==> config.mk <==
export PLATFORM = sky130hd
export DESIGN_NAME = abkf_ctrl
export DESIGN_NICKNAME = d
export VERILOG_FILES = /design/src/hw/rtl/abkf_pkg.sv /design/src/hw/rtl/abkf_ctrl.sv
export SDC_FILE = /design/constraint.sdc
export NUM_CORES = 1
export LEC_CHECK = 0
export BUFFER_PORTS_ARGS = -buffer_cell sky130_fd_sc_hd__buf_2
export CAP_MARGIN = 25
export CELL_PAD_IN_SITES_DETAIL_PLACEMENT = 0
export CELL_PAD_IN_SITES_GLOBAL_PLACEMENT = 1
export CORE_MARGIN = 5
export CORE_UTILIZATION = 40
export CTS_BUF_LIST = sky130_fd_sc_hd__clkbuf_8
export CTS_CLUSTER_DIAMETER = 50
export DETAILED_ROUTE_END_ITERATION = 6
export PLACE_DENSITY_LB_ADDON = 0.1
export SETUP_SLACK_MARGIN = 0.3
export SKIP_CTS_REPAIR_TIMING = 1
export SLEW_MARGIN = 20
export SYNTH_ARGS = -nofsm -noshare
export SYNTH_HDL_FRONTEND = slang
export SYNTH_SLANG_ARGS = --single-unit
==> constraint.sdc <==
create_clock -name clk -period 3.4 [get_ports clk]
set_input_delay 0.51 -clock clk [delete_from_list [all_inputs] [get_ports clk]]
set_output_delay 0.51 -clock clk [all_outputs]
set_load 0.01 [all_outputs]
==> src/hw/rtl/abkf_pkg.sv <==
// Package for the angle/bias Kalman filter core: widths, constants, opcodes and helpers.
// No dependencies.
package abkf_pkg;

  localparam int unsigned FracBits    = 24;
  localparam logic signed [31:0] OneQ24     = 32'sd16777216;
  localparam logic signed [31:0] AngleLimit = 32'sd23592960;
  localparam logic signed [31:0] BiasLimit  = 32'sd131072000;

  localparam logic [30:0] AngleNoiseRst   = 31'd16777;
  localparam logic [30:0] BiasNoiseRst    = 31'd50332;
  localparam logic [30:0] MeasureNoiseRst = 31'd8388608;
  localparam logic [24:0] SamplePeriodRst = 25'd167772;

  localparam logic [1:0] CfgAngleNoise   = 2'd0;
  localparam logic [1:0] CfgBiasNoise    = 2'd1;
  localparam logic [1:0] CfgMeasureNoise = 2'd2;
  localparam logic [1:0] CfgSamplePeriod = 2'd3;

  // Register file addresses of the datapath
  typedef enum logic [3:0] {
    R_ANG, R_BIAS, R_P00, R_P01, R_P10, R_P11, R_RATE, R_T,
    R_K0, R_K1, R_Y, R_MEAS, R_DT, R_QA, R_QB, R_ZERO
  } reg_sel_t;

  // ALU operations
  typedef enum logic [2:0] {
    OP_MUL,   // dst = qmul(a, b)
    OP_ADD,   // dst = sat(a + b)
    OP_SUB,   // dst = sat(a - b)
    OP_MOV,   // dst = a
    OP_DIV0,  // start gain division of a by S
    OP_DIV1,
    OP_NOP,
    OP_PSUM   // dst = sat(a - P01 - P10 + QA), saturated once
  } alu_op_t;

  typedef struct packed {
    logic      valid;
    alu_op_t   op;
    reg_sel_t  dst;
    reg_sel_t  src_a;
    reg_sel_t  src_b;
    logic      load;   // latch inputs and config into registers
  } cmd_t;

  typedef struct packed {
    logic busy;        // multi-cycle unit still running
  } sts_t;

  function automatic logic signed [31:0] sat32(input logic signed [33:0] v);
    if (v > 34'sd2147483647) return 32'sh7fffffff;
    if (v < -34'sd2147483648) return 32'sh80000000;
    return v[31:0];
  endfunction

endpackage

==> src/hw/rtl/abkf_ctrl.sv <==
// Controller: sequences the filter micro-program over the datapath, runs the handshake.
// Depends on abkf_pkg.
module abkf_ctrl import abkf_pkg::*; (
  input  logic clk,
  input  logic rst_n,
  input  logic in_fire,
  output logic in_ready,
  input  logic out_ready,
  output logic out_valid,
  output cmd_t cmd,
  input  sts_t sts
);

  typedef enum logic [1:0] {S_IDLE, S_RUN, S_OUT} state_t;
  state_t   state_r;
  logic [4:0] pc_r;
  logic       issued_r;

  function automatic cmd_t prog(input logic [4:0] pc);
    cmd_t c;
    c = '{valid: 1'b1, op: OP_NOP, dst: R_ZERO, src_a: R_ZERO, src_b: R_ZERO,
          load: 1'b0};
    case (pc)
      5'd0:  begin c.op = OP_SUB; c.dst = R_RATE; c.src_a = R_RATE; c.src_b = R_BIAS; end
      5'd1:  begin c.op = OP_MUL; c.dst = R_T; c.src_a = R_RATE; c.src_b = R_DT; end
      5'd2:  begin c.op = OP_ADD; c.dst = R_ANG; c.src_a = R_ANG; c.src_b = R_T; end
      5'd3:  begin c.op = OP_MUL; c.dst = R_T; c.src_a = R_DT; c.src_b = R_P11; end
      5'd4:  begin c.op = OP_PSUM; c.dst = R_T; c.src_a = R_T; end
      5'd5:  begin c.op = OP_MUL; c.dst = R_T; c.src_a = R_DT; c.src_b = R_T; end
      5'd6:  begin c.op = OP_ADD; c.dst = R_P00; c.src_a = R_P00; c.src_b = R_T; end
      5'd7:  begin c.op = OP_MUL; c.dst = R_T; c.src_a = R_DT; c.src_b = R_P11; end
      5'd8:  begin c.op = OP_SUB; c.dst = R_P01; c.src_a = R_P01; c.src_b = R_T; end
      5'd9:  begin c.op = OP_SUB; c.dst = R_P10; c.src_a = R_P10; c.src_b = R_T; end
      5'd10: begin c.op = OP_MUL; c.dst = R_T; c.src_a = R_QB; c.src_b = R_DT; end
      5'd11: begin c.op = OP_ADD; c.dst = R_P11; c.src_a = R_P11; c.src_b = R_T; end
      5'd12: begin c.op = OP_DIV0; c.dst = R_K0; c.src_a = R_P00; end
      5'd13: begin c.op = OP_DIV1; c.dst = R_K1; c.src_a = R_P10; end
      5'd14: begin c.op = OP_SUB; c.dst = R_Y; c.src_a = R_MEAS; c.src_b = R_ANG; end
      5'd15: begin c.op = OP_MUL; c.dst = R_T; c.src_a = R_K0; c.src_b = R_Y; end
      5'd16: begin c.op = OP_ADD; c.dst = R_ANG; c.src_a = R_ANG; c.src_b = R_T; end
      5'd17: begin c.op = OP_MUL; c.dst = R_Y; c.src_a = R_K1; c.src_b = R_Y; end
      5'd18: begin c.op = OP_ADD; c.dst = R_BIAS; c.src_a = R_BIAS; c.src_b = R_Y; end
      // covariance correction from pre-update values; P01 after P11, P00 last (P11, P10 need them)
      5'd19: begin c.op = OP_MUL; c.dst = R_T; c.src_a = R_K1; c.src_b = R_P00; end
      5'd20: begin c.op = OP_SUB; c.dst = R_P10; c.src_a = R_P10; c.src_b = R_T; end
      5'd21: begin c.op = OP_MUL; c.dst = R_T; c.src_a = R_K1; c.src_b = R_P01; end
      5'd22: begin c.op = OP_SUB; c.dst = R_P11; c.src_a = R_P11; c.src_b = R_T; end
      5'd23: begin c.op = OP_MUL; c.dst = R_T; c.src_a = R_K0; c.src_b = R_P01; end
      5'd24: begin c.op = OP_SUB; c.dst = R_P01; c.src_a = R_P01; c.src_b = R_T; end
      5'd25: begin c.op = OP_MUL; c.dst = R_T; c.src_a = R_K0; c.src_b = R_P00; end
      5'd26: begin c.op = OP_SUB; c.dst = R_P00; c.src_a = R_P00; c.src_b = R_T; end
      default: c.valid = 1'b0;
    endcase
    return c;
  endfunction

  localparam logic [4:0] LastPc = 5'd26;

  assign in_ready  = (state_r == S_IDLE);
  assign out_valid = (state_r == S_OUT);

  always_comb begin
    cmd = prog(pc_r);
    cmd.valid = (state_r == S_RUN) && !sts.busy && !issued_r;
    cmd.load  = in_fire;
  end

  always_ff @(posedge clk) begin
    if (!rst_n) begin
      state_r  <= S_IDLE;
      pc_r     <= '0;
      issued_r <= 1'b0;
    end else begin
      case (state_r)
        S_IDLE: if (in_fire) begin state_r <= S_RUN; pc_r <= '0; issued_r <= 1'b0; end
        S_RUN: begin
          // issue one command, hold issued_r so busy becomes visible, then advance when not busy
          if (cmd.valid) issued_r <= 1'b1;
          else if (issued_r && !sts.busy) begin
            issued_r <= 1'b0;
            if (pc_r == LastPc) state_r <= S_OUT;
            else pc_r <= pc_r + 5'd1;
          end
        end
        S_OUT: if (out_ready) state_r <= S_IDLE;
        default: state_r <= S_IDLE;
      endcase
    end
  end

`ifndef SYNTH
  a_load_idle: assert property (@(posedge clk) disable iff (!rst_n)
    in_fire |-> state_r == S_IDLE) else $error("load outside idle");
  a_no_cmd_busy: assert property (@(posedge clk) disable iff (!rst_n)
    cmd.valid |-> !sts.busy) else $error("command while unit busy");
  a_out_hold: assert property (@(posedge clk) disable iff (!rst_n)
    out_valid && !out_ready |=> out_valid) else $error("result dropped");
`endif

endmodule

## Yosys cells after proc, flatten, opt, wreduce, memory -nomap -nowiden

Cells that the tools add are included.

| storage, ports and cells | value |
|---|---|
| bits in registers | 8 |
| bits in latches | 0 |
| bits in writable memories | 0 |
| ROM bits | 0 |
| input port bits | 5 |
| logic and storage cells | 79 |
| memories | 0 |

| cells by class | value |
|---|---|
| add/sub/neg operators | 1 |
| multipliers | 0 |
| divide/modulo/power cells | 0 |
| magnitude comparators | 0 |
| equality and inequality tests | 35 |
| shifts and indexed selects | 0 |
| multiplexer cells | 17 |
| bitwise gates (word level) | 0 |
| reduce and logical (&&, ||, !) cells | 23 |

Operators by type and width:

| cell | count |
|---|---|
| case mux 11 bit (19 select lines) | 1 |
| equality test 5 bit, second input constant | 11 |
| equality test 5 x 4 -> 1 bit, second input constant | 8 |
| case mux 4 bit (8 select lines) | 1 |
| equality test 5 x 3 -> 1 bit, second input constant | 4 |
| two-way mux 5 bit | 4 |
| OR reduction 2 bit | 8 |
| OR reduction 11 bit | 1 |
| equality test 5 x 2 -> 1 bit, second input constant | 2 |
| two-way mux 2 bit | 5 |
| case mux 5 bit (2 select lines) | 1 |
| AND reduction 5 bit | 2 |
| OR reduction 3 bit | 3 |
| inequality test 2 bit, second input constant | 4 |
| case mux 2 bit (3 select lines) | 1 |
| adder 5 x 1 -> 5 bit, second input constant | 1 |
| equality test 5 x 1 -> 1 bit, second input constant | 1 |
| zero test 5 bit | 1 |
| inequality test 2 x 1 -> 1 bit, second input constant | 2 |
| logical AND 1 bit | 3 |
| two-way mux 1 bit | 3 |
| inequality test 3 x 2 -> 1 bit, second input constant | 1 |
| AND reduction 3 bit | 1 |
| equality test 2 x 1 -> 1 bit, second input constant | 1 |
| 5 further kinds | 6 |

## Logic depth before layout (Yosys ltp)

Gate-level depths: netlist of the first run.

| logic depth | value |
|---|---|
| depth after elaboration | 5 |
| depth in mapped cells | 9 |

## Worst setup path after synthesis of the first run

OpenSTA, ideal clock, no wires.

| timing | value |
|---|---|
| kind | register -> output |
| from | register pc_r[3] |
| to | output cmd[5] in the netlist's numbering |
| arrival | 2,228 ps |
| data required time | 2,890 ps |
| setup slack | 662 ps |
| stages on the path, launching flop included | 10 |
| buffers on the path | 3 |
| path through | dfxtp_1 -> buf_2 -> buf_2 -> clkbuf_1 -> and3_1 -> ha_1 -> a21oi_1 -> o211ai_1 -> a22oi_2 -> or4_1 |

RTL lines:

| what | line | source |
|---|---|---|
| start, declared | abkf_ctrl.sv:16 | `logic [4:0] pc_r;` |
| start signal, assigned | abkf_ctrl.sv:82 | `else pc_r <= pc_r + 5'd1;` |
| end, declared | abkf_ctrl.sv:10 | `output cmd_t cmd,` |

==> results of run 1 <==
[layout make-up]
type | instances | area (sq um) | share of cell area [%]
well taps | 46 | 57.6 | 3.83
multi-input cells | 172 | 1050 | 69.8
clock buffers | 3 | 41.3 | 2.75
repair buffers | 29 | 160 | 10.6
flip-flops and latches | 8 | 161 | 10.7
inverters | 9 | 33.8 | 2.25
[per-layer routing]
| layer | vias up | GRT usage, % |
|---|---|---|
| li1 | 777 | - |
| met1 | 726 | 22.8 |
| met2 | 56 | 33.2 |
| met3 | 4 | 1.15 |
| met4 | 0 | 9.93 |
| met5 | - | 0 |
[cells by family after synthesis]
logic type / Yosys count / synth area share, %
flip-flops: 8 / 11.9
buffers and inverters: 30 / 10.6
multiplexers: 1 / 0.744
AND/OR/NAND/NOR: 88 / 31.0
AO/OA/AOI/OAI: 75 / 39.2
XOR/XNOR: 3 / 1.95
adder cells (fa/ha/maj): 5 / 4.65
[worst max-delay path: cells and delay by family, from the launching register on]
family                     cells  cell delay, ps
and+or+nand+nor                2             730
adders and majority gates      1             450
AOI/OAI and AO/OA              3             450
DFF                            1             350
buffers and inverters          2             250
[layout by cell type, fill, tap and decap left out, types with 3 or more instances in the layout]
| cell type | synthesis | final |
|---|---|---|
| sky130_fd_sc_hd__a211oi_1 | 3 | 3 |
| sky130_fd_sc_hd__a21o_1 | 4 | 4 |
| sky130_fd_sc_hd__a21oi_1 | 20 | 20 |
| sky130_fd_sc_hd__a22oi_1 | 3 | 3 |
| sky130_fd_sc_hd__and2_1 | 3 | 3 |
| sky130_fd_sc_hd__buf_2 | 9 | 23 |
| sky130_fd_sc_hd__buf_4 | 1 | 6 |
| sky130_fd_sc_hd__clkbuf_8 | 0 | 3 |
| sky130_fd_sc_hd__dfxtp_1 | 8 | 7 |
| sky130_fd_sc_hd__ha_2 | 0 | 3 |
| sky130_fd_sc_hd__inv_1 | 9 | 9 |
| sky130_fd_sc_hd__nand2_1 | 16 | 16 |
| sky130_fd_sc_hd__nand2b_1 | 3 | 3 |
| sky130_fd_sc_hd__nand3_1 | 7 | 7 |
| sky130_fd_sc_hd__nor2_1 | 32 | 32 |
| sky130_fd_sc_hd__nor2b_1 | 7 | 7 |
| sky130_fd_sc_hd__nor3_1 | 9 | 9 |
| sky130_fd_sc_hd__o211ai_1 | 3 | 3 |
| sky130_fd_sc_hd__o21ai_0 | 10 | 10 |
| sky130_fd_sc_hd__o22ai_1 | 3 | 3 |
| sky130_fd_sc_hd__o31ai_1 | 3 | 3 |
| sky130_fd_sc_hd__or3_1 | 3 | 3 |
[metrics by stage]
step	instances	hold slack, ps	setup slack [ps]
after floorplan	210	505	662
after global placement	264	532	529
after detailed placement	264	545	448
after CTS	267	551	217
after global routing	267	580	296
final	267	551	425
[flip-flops by register name, summed over array words and instances (netlist names)]
| register | count |
|---|---|
| pc_r | 5 |
| state_r | 2 |
| issued_r | 1 |
[cell usage after synthesis (2+ instances only)]
cell type | instances | area (sq um)
sky130_fd_sc_hd__nor2_1 | 32 | 120
sky130_fd_sc_hd__a21oi_1 | 20 | 100
sky130_fd_sc_hd__nand2_1 | 16 | 60.1
sky130_fd_sc_hd__o21ai_0 | 10 | 50.1
sky130_fd_sc_hd__buf_2 | 9 | 45.0
sky130_fd_sc_hd__inv_1 | 9 | 33.8
sky130_fd_sc_hd__nor3_1 | 9 | 45.0
sky130_fd_sc_hd__dfxtp_1 | 8 | 160
sky130_fd_sc_hd__clkbuf_1 | 7 | 26.3
sky130_fd_sc_hd__nand3_1 | 7 | 35.0
sky130_fd_sc_hd__nor2b_1 | 7 | 43.8
sky130_fd_sc_hd__ha_1 | 5 | 62.6
sky130_fd_sc_hd__a21o_1 | 4 | 30.0
sky130_fd_sc_hd__a211oi_1 | 3 | 22.5
sky130_fd_sc_hd__a22oi_1 | 3 | 22.5
sky130_fd_sc_hd__and2_1 | 3 | 18.8
sky130_fd_sc_hd__nand2b_1 | 3 | 18.8
sky130_fd_sc_hd__o211ai_1 | 3 | 22.5
sky130_fd_sc_hd__o22ai_1 | 3 | 18.8
sky130_fd_sc_hd__o31ai_1 | 3 | 22.5
sky130_fd_sc_hd__or3_1 | 3 | 18.8
sky130_fd_sc_hd__a311o_1 | 2 | 20.0
sky130_fd_sc_hd__a31oi_1 | 2 | 12.5
sky130_fd_sc_hd__buf_1 | 2 | 7.51
sky130_fd_sc_hd__buf_6 | 2 | 22.5
sky130_fd_sc_hd__o21a_1 | 2 | 15.0
sky130_fd_sc_hd__o21bai_1 | 2 | 15.0
sky130_fd_sc_hd__or2_1 | 2 | 12.5
sky130_fd_sc_hd__xnor2_1 | 2 | 17.5
[path summary, 6_finish.rpt]
check,from,endpoint,cells after the start
max,pc_r[0],cmd[5],8
min reg2reg,issued_r,issued_r,2
min,issued_r,issued_r,2
max reg2reg,pc_r[0],pc_r[1],7
[power groups by stage]
| stage | logic [mW] | clock network [mW] | registers [mW] |
|---|---|---|---|
| floorplan | 0.0985 | 0 | 0.101 |
| global placement | 0.133 | 0 | 0.103 |
| detailed placement | 0.135 | 0 | 0.103 |
| CTS | 0.135 | 0.117 | 0.102 |
| global route | 0.151 | 0.124 | 0.102 |
| finish | 0.136 | 0.114 | 0.102 |
==> impl_results.html, run 1 <==
<table>
<tr><th>Metric</th><th>Value</th></tr>
<tr><th colspan="2">Finish</th></tr>
<tr><td>Fraction of layout cells with a size suffix above 1</td><td>19.5%</td></tr>
<tr><td>Layout fillers</td><td>370</td></tr>
<tr><td>Synth-to-layout area growth</td><td>11.8%</td></tr>
<tr><td>Ant diodes</td><td>0</td></tr>
<tr><td>Finished layout cell area</td><td>1500 sq um</td></tr>
<tr><td>Number of nets in the layout</td><td>233</td></tr>
<tr><td>Final core occ</td><td>45.8%</td></tr>
<tr><th colspan="2">Yosys</th></tr>
<tr><td>Flip-flop and latch count after synthesis</td><td>8</td></tr>
<tr><td>Cell area after technology mapping</td><td>1350 sq um</td></tr>
<tr><td>Yosys cell types</td><td>56</td></tr>
<tr><td>Net count of the mapped netlist</td><td>220</td></tr>
<tr><td>Count of warnings emitted by yosys</td><td>0</td></tr>
<tr><td>Prevailing post-synth register cell</td><td>sky130_fd_sc_hd__dfxtp_1</td></tr>
<tr><td>Portion of the post-synthesis area used by sequential elements</td><td>11.9%</td></tr>
<tr><td>Async SR Flop Fraction</td><td>0%</td></tr>
<tr><td>EDFF count, synth</td><td>0</td></tr>
<tr><td>Syn_area_per_cell</td><td>between 6 and 7 sq um</td></tr>
<tr><td>Post-synthesis instance total</td><td>210</td></tr>
<tr><th colspan="2">Drt</th></tr>
<tr><td>Highest routed metal layer</td><td>met4</td></tr>
<tr><td>Total length of routed wires</td><td>4050 um</td></tr>
<tr><td>Vias per std cell</td><td>between 5 and 6</td></tr>
<tr><td>Number of nets with antenna violations after detailed routing</td><td>0</td></tr>
<tr><td>Total vias in the final route</td><td>1,563</td></tr>
<tr><td>Routed WL per cell</td><td>15.2 um</td></tr>
<tr><td>Detailed-route DRC error count</td><td>0</td></tr>
<tr><td>Number of detailed-route iterations in the first pass</td><td>4</td></tr>
<tr><td>Met2 wire len</td><td>2000 um</td></tr>
<tr><td>Starting DRC count in detailed routing</td><td>~300</td></tr>
<tr><td>Routed metal-1 wire length</td><td>1790 um</td></tr>
<tr><td>Total met3 wirelength after detailed routing</td><td>235 um</td></tr>
<tr><th colspan="2">Floorplan</th></tr>
<tr><td>Die width</td><td>around 68 um</td></tr>
<tr><td>Top-level port count</td><td>24</td></tr>
<tr><td>Floorplan Core Area</td><td>3280 sq um</td></tr>
<tr><td>Die Outline Area</td><td>4620 sq um</td></tr>
<tr><td>Starting Density</td><td>41.0%</td></tr>
<tr><td>Cell row count</td><td>21</td></tr>
<tr><td>Vert. Die Dim</td><td>68.0 um</td></tr>
<tr><th colspan="2">Place</th></tr>
<tr><td>Weighted congestion reported at the end of routability-driven placement</td><td>0.833</td></tr>
<tr><td>HPWL after DPL</td><td>2910 um</td></tr>
<tr><td>Number of I/O port buffers</td><td>23</td></tr>
<tr><td>Instance area at placement</td><td>about 1500 sq um</td></tr>
<tr><th colspan="2">Critical path</th></tr>
<tr><td>Arr. time, crit path</td><td>2460 ps</td></tr>
<tr><td>Register-to-register setup slack</td><td>1400 ps</td></tr>
<tr><td>Maximum single-stage delay on the critical path</td><td>520 ps</td></tr>
<tr><td>Critical path endpoint category</td><td>output port</td></tr>
<tr><td>Worst Setup Path Type</td><td>flop to output port</td></tr>
<tr><td>Endpoint required time on the critical path</td><td>2890 ps</td></tr>
<tr><td>CP Cell Sequence</td><td>inv_1 -&gt; ha_2 -&gt; or2_2 -&gt; a311oi_2 -&gt; o211ai_1 -&gt; a22oi_2 -&gt; or4_1 -&gt; buf_2</td></tr>
<tr><td>Master of the slowest instance on the critical path</td><td>sky130_fd_sc_hd__or4_1</td></tr>
<tr><td>CP startpoint kind</td><td>flop</td></tr>
<tr><td>Maximum fanout count along the critical path</td><td>21</td></tr>
<tr><th colspan="2">Timing</th></tr>
<tr><td>Clk_skew</td><td>6.80 ps</td></tr>
<tr><td>Endpoints failing setup</td><td>0</td></tr>
<tr><td>Pins Over Slew Limit</td><td>0</td></tr>
<tr><td>Total negative slack for setup checks</td><td>0 ps</td></tr>
<tr><td>Unrepaired setup endpoints after global routing</td><td>true</td></tr>
<tr><td>Final period demand of the worst path</td><td>just under 3000 ps</td></tr>
<tr><td>Peak clock frequency supported by timing</td><td>approximately 0.34 GHz</td></tr>
<tr><td>Final hold violation count</td><td>0</td></tr>
<tr><td>Headroom to the max-slew limit</td><td>between 50% and 60%</td></tr>
<tr><td>Pin slew with the least headroom to its limit</td><td>604 ps</td></tr>
<tr><td>Part of the cycle the worst path needs</td><td>87.5%</td></tr>
<tr><th colspan="2">Pwr</th></tr>
<tr><td>PD cells</td><td>234 nW/um^2</td></tr>
<tr><td>Cell-internal power</td><td>233 uW</td></tr>
<tr><td>Share of power burned in registers</td><td>29.0%</td></tr>
<tr><td>Switching power summed over all nets</td><td>approximately 120 uW</td></tr>
<tr><td>Combinational power share</td><td>38.6%</td></tr>
<tr><td>Portion of total power attributed to the clock network</td><td>32.5%</td></tr>
<tr><td>Switching Fraction</td><td>33.8%</td></tr>
<tr><td>Lkg Pwr</td><td>between 0.6 and 0.7 nW</td></tr>
<tr><td>Worst vdd ir</td><td>0.201 mV</td></tr>
<tr><td>Pwr Total</td><td>352 uW</td></tr>
<tr><th colspan="2">Run</th></tr>
<tr><td>Maximum Capacitance Violations</td><td>0</td></tr>
<tr><th colspan="2">Clock tree</th></tr>
<tr><td>Clock latency of the later-clocked register in the worst-skew pair</td><td>230 ps</td></tr>
<tr><td>Clock transition at the registers of the reported paths</td><td>40 ps</td></tr>
<tr><td>Clock buffer count from CTS</td><td>3</td></tr>
<tr><td>Clock tree from TritonCTS</td><td>built</td></tr>
<tr><td>H-tree depth</td><td>1</td></tr>
<tr><td>Maximum buffer depth of the clock tree</td><td>2</td></tr>
<tr><td>CTS Root Buffer Type</td><td>sky130_fd_sc_hd__clkbuf_8</td></tr>
<tr><td>Sink count of the clock tree</td><td>8</td></tr>
<tr><th colspan="2">GRT</th></tr>
<tr><td>Overflow after GRT</td><td>0</td></tr>
<tr><td>Antenna violations before repair</td><td>0</td></tr>
<tr><td>Wire length of the first global-routing pass</td><td>around 6900 um</td></tr>
<tr><td>GRT Overall Usage</td><td>18.9%</td></tr>
<tr><td>Pin count of the biggest net entering global routing</td><td>33</td></tr>
<tr><td>Vias in the first global route</td><td>1,543</td></tr>
<tr><th colspan="2">Hold path</th></tr>
<tr><td>Class of the tightest hold or removal check</td><td>flop to flop</td></tr>
<tr><th colspan="2">Outcome</th></tr>
<tr><td>Status</td><td>complete, no violations</td></tr>
</table>
(Power assumes the default switching activity.)
==> run 2: changes to the inputs <==
Settings changed: ABC_AREA set to 1, CORE_UTILIZATION 40 to 37, TNS_END_PERCENT set to 20.
==> run 2 against run 1 <==
Area after synthesis decreased by 16%; cell area decreased by 14%; global-route usage decreased by 1.8 points; cell count decreased by 0.37%; fmax increased by 14%; register-to-register slack improved by 380 ps; clock power about the same; sequential cell count unchanged; routed wire length decreased by 18%; critical endpoint is now cmd[12]; critical path type unchanged; worst setup slack improved by 360 ps; combinational power increased by 65%.
==> impl_results.html, run 2 <==
<table>
<tr><th>Metric</th><th>Value</th></tr>
<tr><th colspan="2">Timing</th></tr>
<tr><td>Pin slew with the least headroom to its limit</td><td>558 ps (-45.9 ps)</td></tr>
<tr><td>Headroom to the max-slew limit</td><td>62.8% (+3.1 points)</td></tr>
<tr><td>Final period demand of the worst path</td><td>2610 ps (-361 ps)</td></tr>
<tr><td>Endpoints failing setup</td><td>0 (unchanged)</td></tr>
<tr><td>Final hold violation count</td><td>0 (unchanged)</td></tr>
<tr><td>Part of the cycle the worst path needs</td><td>76.9% (-11 points)</td></tr>
<tr><td>Total negative slack for setup checks</td><td>0 ps (unchanged)</td></tr>
<tr><td>Pins Over Slew Limit</td><td>0 (unchanged)</td></tr>
<tr><td>Unrepaired setup endpoints after global routing</td><td>false</td></tr>
<tr><td>Peak clock frequency supported by timing</td><td>0.383 GHz (+14%)</td></tr>
<tr><td>Clk_skew</td><td>0.314 ps (-6.48 ps)</td></tr>
<tr><th colspan="2">Pwr</th></tr>
<tr><td>PD cells</td><td>346 nW/um^2 (+48%)</td></tr>
<tr><td>Portion of total power attributed to the clock network</td><td>25.8% (-6.7 points)</td></tr>
<tr><td>Switching Fraction</td><td>41.6% (+7.7 points)</td></tr>
<tr><td>Cell-internal power</td><td>262 uW (+13%)</td></tr>
<tr><td>Share of power burned in registers</td><td>24.1% (-4.9 points)</td></tr>
<tr><td>Lkg Pwr</td><td>0.792 nW (+28%)</td></tr>
<tr><td>Worst vdd ir</td><td>0.211 mV (+5.0%)</td></tr>
<tr><td>Combinational power share</td><td>50.0% (+11 points)</td></tr>
<tr><td>Switching power summed over all nets</td><td>187 uW (+57%)</td></tr>
<tr><th colspan="2">Yosys</th></tr>
<tr><td>Flip-flop and latch count after synthesis</td><td>8 (unchanged)</td></tr>
<tr><td>Most common cell in the synthesized netlist</td><td>sky130_fd_sc_hd__nand2_1</td></tr>
<tr><td>Async SR Flop Fraction</td><td>0% (unchanged)</td></tr>
<tr><td>Syn_area_per_cell</td><td>5.37 sq um (-16%)</td></tr>
<tr><td>Post-synthesis instance total</td><td>210 (unchanged)</td></tr>
<tr><td>Count of warnings emitted by yosys</td><td>0 (unchanged)</td></tr>
<tr><td>Yosys top cell by area</td><td>sky130_fd_sc_hd__nand2_1</td></tr>
<tr><td>Cell area after technology mapping</td><td>1130 sq um (-16%)</td></tr>
<tr><td>Dominant cells by area after synthesis</td><td>sky130_fd_sc_hd__nand2_1 21%, sky130_fd_sc_hd__dfxtp_1 14%, sky130_fd_sc_hd__nor2_1 11%</td></tr>
<tr><td>Portion of the post-synthesis area used by sequential elements</td><td>14.2% (+2.3 points)</td></tr>
<tr><td>Commonest cells in the netlist</td><td>63 x sky130_fd_sc_hd__nand2_1, 33 x sky130_fd_sc_hd__nor2_1, 30 x sky130_fd_sc_hd__inv_1</td></tr>
<tr><td>Portion of synthesized cell area occupied by the leading cell type</td><td>21.0% (+9.1 points)</td></tr>
<tr><td>EDFF count, synth</td><td>0 (unchanged)</td></tr>
<tr><td>Yosys cell types</td><td>24 (-57%)</td></tr>
<tr><td>Net count of the mapped netlist</td><td>220 (unchanged)</td></tr>
<tr><td>Prevailing post-synth register cell</td><td>sky130_fd_sc_hd__dfxtp_1</td></tr>
<tr><th colspan="2">Drt</th></tr>
<tr><td>Starting DRC count in detailed routing</td><td>95 (-69%)</td></tr>
<tr><td>Vias per std cell</td><td>5.12 (-13%)</td></tr>
<tr><td>Number of nets with antenna violations after detailed routing</td><td>0 (unchanged)</td></tr>
<tr><td>Number of detailed-route iterations in the first pass</td><td>4 (unchanged)</td></tr>
<tr><td>Total vias in the final route</td><td>1,361 (-13%)</td></tr>
<tr><td>Detailed-route DRC error count</td><td>0 (unchanged)</td></tr>
<tr><td>Total length of routed wires</td><td>3320 um (-18%)</td></tr>
<tr><td>Routed WL per cell</td><td>12.5 um (-18%)</td></tr>
<tr><th colspan="2">Clock tree</th></tr>
<tr><td>Maximum buffer depth of the clock tree</td><td>2 (unchanged)</td></tr>
<tr><td>Clock latency of the later-clocked register in the worst-skew pair</td><td>230 ps (about the same)</td></tr>
<tr><td>H-tree depth</td><td>1 (unchanged)</td></tr>
<tr><td>Sink count of the clock tree</td><td>8 (unchanged)</td></tr>
<tr><td>CTS Root Buffer Type</td><td>sky130_fd_sc_hd__clkbuf_8</td></tr>
<tr><td>Clock transition at the registers of the reported paths</td><td>40 ps (about the same)</td></tr>
<tr><td>Clock tree from TritonCTS</td><td>built</td></tr>
<tr><td>Clock buffer count from CTS</td><td>3 (unchanged)</td></tr>
<tr><th colspan="2">Place</th></tr>
<tr><td>Number of I/O port buffers</td><td>23 (unchanged)</td></tr>
<tr><td>Weighted congestion reported at the end of routability-driven placement</td><td>0.906 (+8.8%)</td></tr>
<tr><td>HPWL after DPL</td><td>2830 um (-2.6%)</td></tr>
<tr><th colspan="2">Floorplan</th></tr>
<tr><td>Die width</td><td>65.2 um (-4.1%)</td></tr>
<tr><td>Floorplan Core Area</td><td>2980 sq um (-9.3%)</td></tr>
<tr><td>Starting Density</td><td>37.9% (-3.1 points)</td></tr>
<tr><td>Cell row count</td><td>20 (-4.8%)</td></tr>
<tr><td>Vert. Die Dim</td><td>65.2 um (-4.1%)</td></tr>
<tr><td>Top-level port count</td><td>24 (unchanged)</td></tr>
<tr><td>Die Outline Area</td><td>4250 sq um (-8.0%)</td></tr>
<tr><th colspan="2">Critical path</th></tr>
<tr><td>Maximum fanout count along the critical path</td><td>10 (-52%)</td></tr>
<tr><td>Register-to-register setup slack</td><td>1780 ps (+380 ps)</td></tr>
<tr><td>Worst Setup Path Type</td><td>flop to output port</td></tr>
<tr><td>Endpoint required time on the critical path</td><td>2890 ps (about the same)</td></tr>
<tr><td>Critical path endpoint category</td><td>output port</td></tr>
<tr><td>CP startpoint kind</td><td>flop</td></tr>
<tr><td>Arr. time, crit path</td><td>2100 ps (-360 ps)</td></tr>
<tr><th colspan="2">GRT</th></tr>
<tr><td>GRT Overall Usage</td><td>17.1% (-1.8 points)</td></tr>
<tr><td>Pin count of the biggest net entering global routing</td><td>12 (-64%)</td></tr>
<tr><td>Overflow after GRT</td><td>0 (unchanged)</td></tr>
<tr><td>Antenna violations before repair</td><td>0 (unchanged)</td></tr>
<tr><td>Wire length of the first global-routing pass</td><td>5780 um (-16%)</td></tr>
<tr><td>Vias in the first global route</td><td>1,332 (-14%)</td></tr>
<tr><th colspan="2">Finish</th></tr>
<tr><td>Commonest non-fill, non-tap cell in the layout</td><td>sky130_fd_sc_hd__nand2_1</td></tr>
<tr><td>Ant diodes</td><td>0 (unchanged)</td></tr>
<tr><td>Number of flip-flops under the largest register name</td><td>5 (unchanged)</td></tr>
<tr><td>Leading cell types in the layout, fill and taps excluded</td><td>63 x sky130_fd_sc_hd__nand2_1, 33 x sky130_fd_sc_hd__nor2_1, 30 x sky130_fd_sc_hd__inv_1</td></tr>
<tr><td>Final core occ</td><td>43.6% (-2.2 points)</td></tr>
<tr><td>Registers with the highest flip-flop counts</td><td>pc_r (5), state_r (2), issued_r (1)</td></tr>
<tr><td>Number of nets in the layout</td><td>245 (+5.2%)</td></tr>
<tr><td>Synth-to-layout area growth</td><td>15.2%</td></tr>
<tr><td>Top reg by flops</td><td>pc_r</td></tr>
<tr><td>Fraction of layout cells with a size suffix above 1</td><td>18.9% (-0.57 points)</td></tr>
<tr><th colspan="2">Outcome</th></tr>
<tr><td>Status</td><td>complete, no violations</td></tr>
<tr><th colspan="2">Hold path</th></tr>
<tr><td>Class of the tightest hold or removal check</td><td>flop to flop</td></tr>
<tr><th colspan="2">Run</th></tr>
<tr><td>Maximum Capacitance Violations</td><td>0 (unchanged)</td></tr>
</table>
## run 2: cell types whose count changed after synthesis, sizes merged, moves of 4 or more
| cell | delta |
|---|---|
| buf | -11 |
| nand4 | +6 |
| a21o | -4 |
| a21oi | -13 |
| clkbuf | -7 |
| nor2b | -7 |
| nor2 | +5 |
| nand2 | +52 |
| inv | +26 |
| a22oi | -4 |
| nand3 | +13 |
## run 2: cells by family (layout without fill, tap and decap cells)
logic type / count (synthesis) / after routing / share of synthesized area (%)
flops: 8 / 8 / 14.2
compound gates: 17 / 17 / 7.99
fa+ha+maj: 5 / 5 / 5.55
buf+inv: 38 / 61 / 14.0
simple gates: 142 / 142 / 58.3
## run 2: cell type report
| type | count | area [sq um] |
|---|---|---|
| multi-input cells | 164 | 810 |
| repair buffers | 23 | 115 |
| clock buffers | 3 | 41.3 |
| flip-flops and latches | 8 | 160 |
| inverters | 35 | 131 |
| fillers | 352 | 1680 |
| well taps | 33 | 41.3 |
## run 2: stage by stage
step           hold slack (ps)  setup WS, ps  cell area (sq um)  power, mW  instances
4_1_cts                    493           759               1300      0.459        266
3_5_place_dp               486          1010               1260      0.339        263
2_1_floorplan              471          1350               1130      0.265        210
5_1_grt                    530           530               1300      0.495        266
6_report                   493           786               1300      0.449        266
3_3_place_gp               481          1030               1260      0.336        263
## run 2: worst paths after layout
path,from,end,cells after the start
max,pc_r[1],cmd[12],12
min,issued_r,issued_r,2
max reg2reg,pc_r[0],pc_r[1],8
min reg2reg,issued_r,issued_r,2
## run 2: critical path, stage by stage, from the launching register on
cell	delay, ps
sky130_fd_sc_hd__dfxtp_1	380
sky130_fd_sc_hd__inv_1	100
sky130_fd_sc_hd__ha_1	270
sky130_fd_sc_hd__nand2_1	120
sky130_fd_sc_hd__inv_1	80
sky130_fd_sc_hd__nand2_1	120
sky130_fd_sc_hd__nand2_2	80
sky130_fd_sc_hd__nor2_1	160
sky130_fd_sc_hd__nand2_1	80
sky130_fd_sc_hd__nor2_2	120
sky130_fd_sc_hd__nand3_4	140
sky130_fd_sc_hd__nand2_1	90
sky130_fd_sc_hd__buf_2	130
## run 2: routing by layer
layer	part of all wire [%]	global-route usage, %
met3	4.2	1.54
met5	0	0
met1	43	19.5
met4	4.1	10.4
met2	49	30.6
## run 2: power groups by stage
stage               Sequential, mW  Combinational, mW  Clock, mW
global placement             0.110              0.226          0
detailed placement           0.110              0.229          0
global route                 0.110              0.258      0.127
CTS                          0.109              0.229      0.121
floorplan                    0.107              0.158          0
finish                       0.108              0.225      0.116
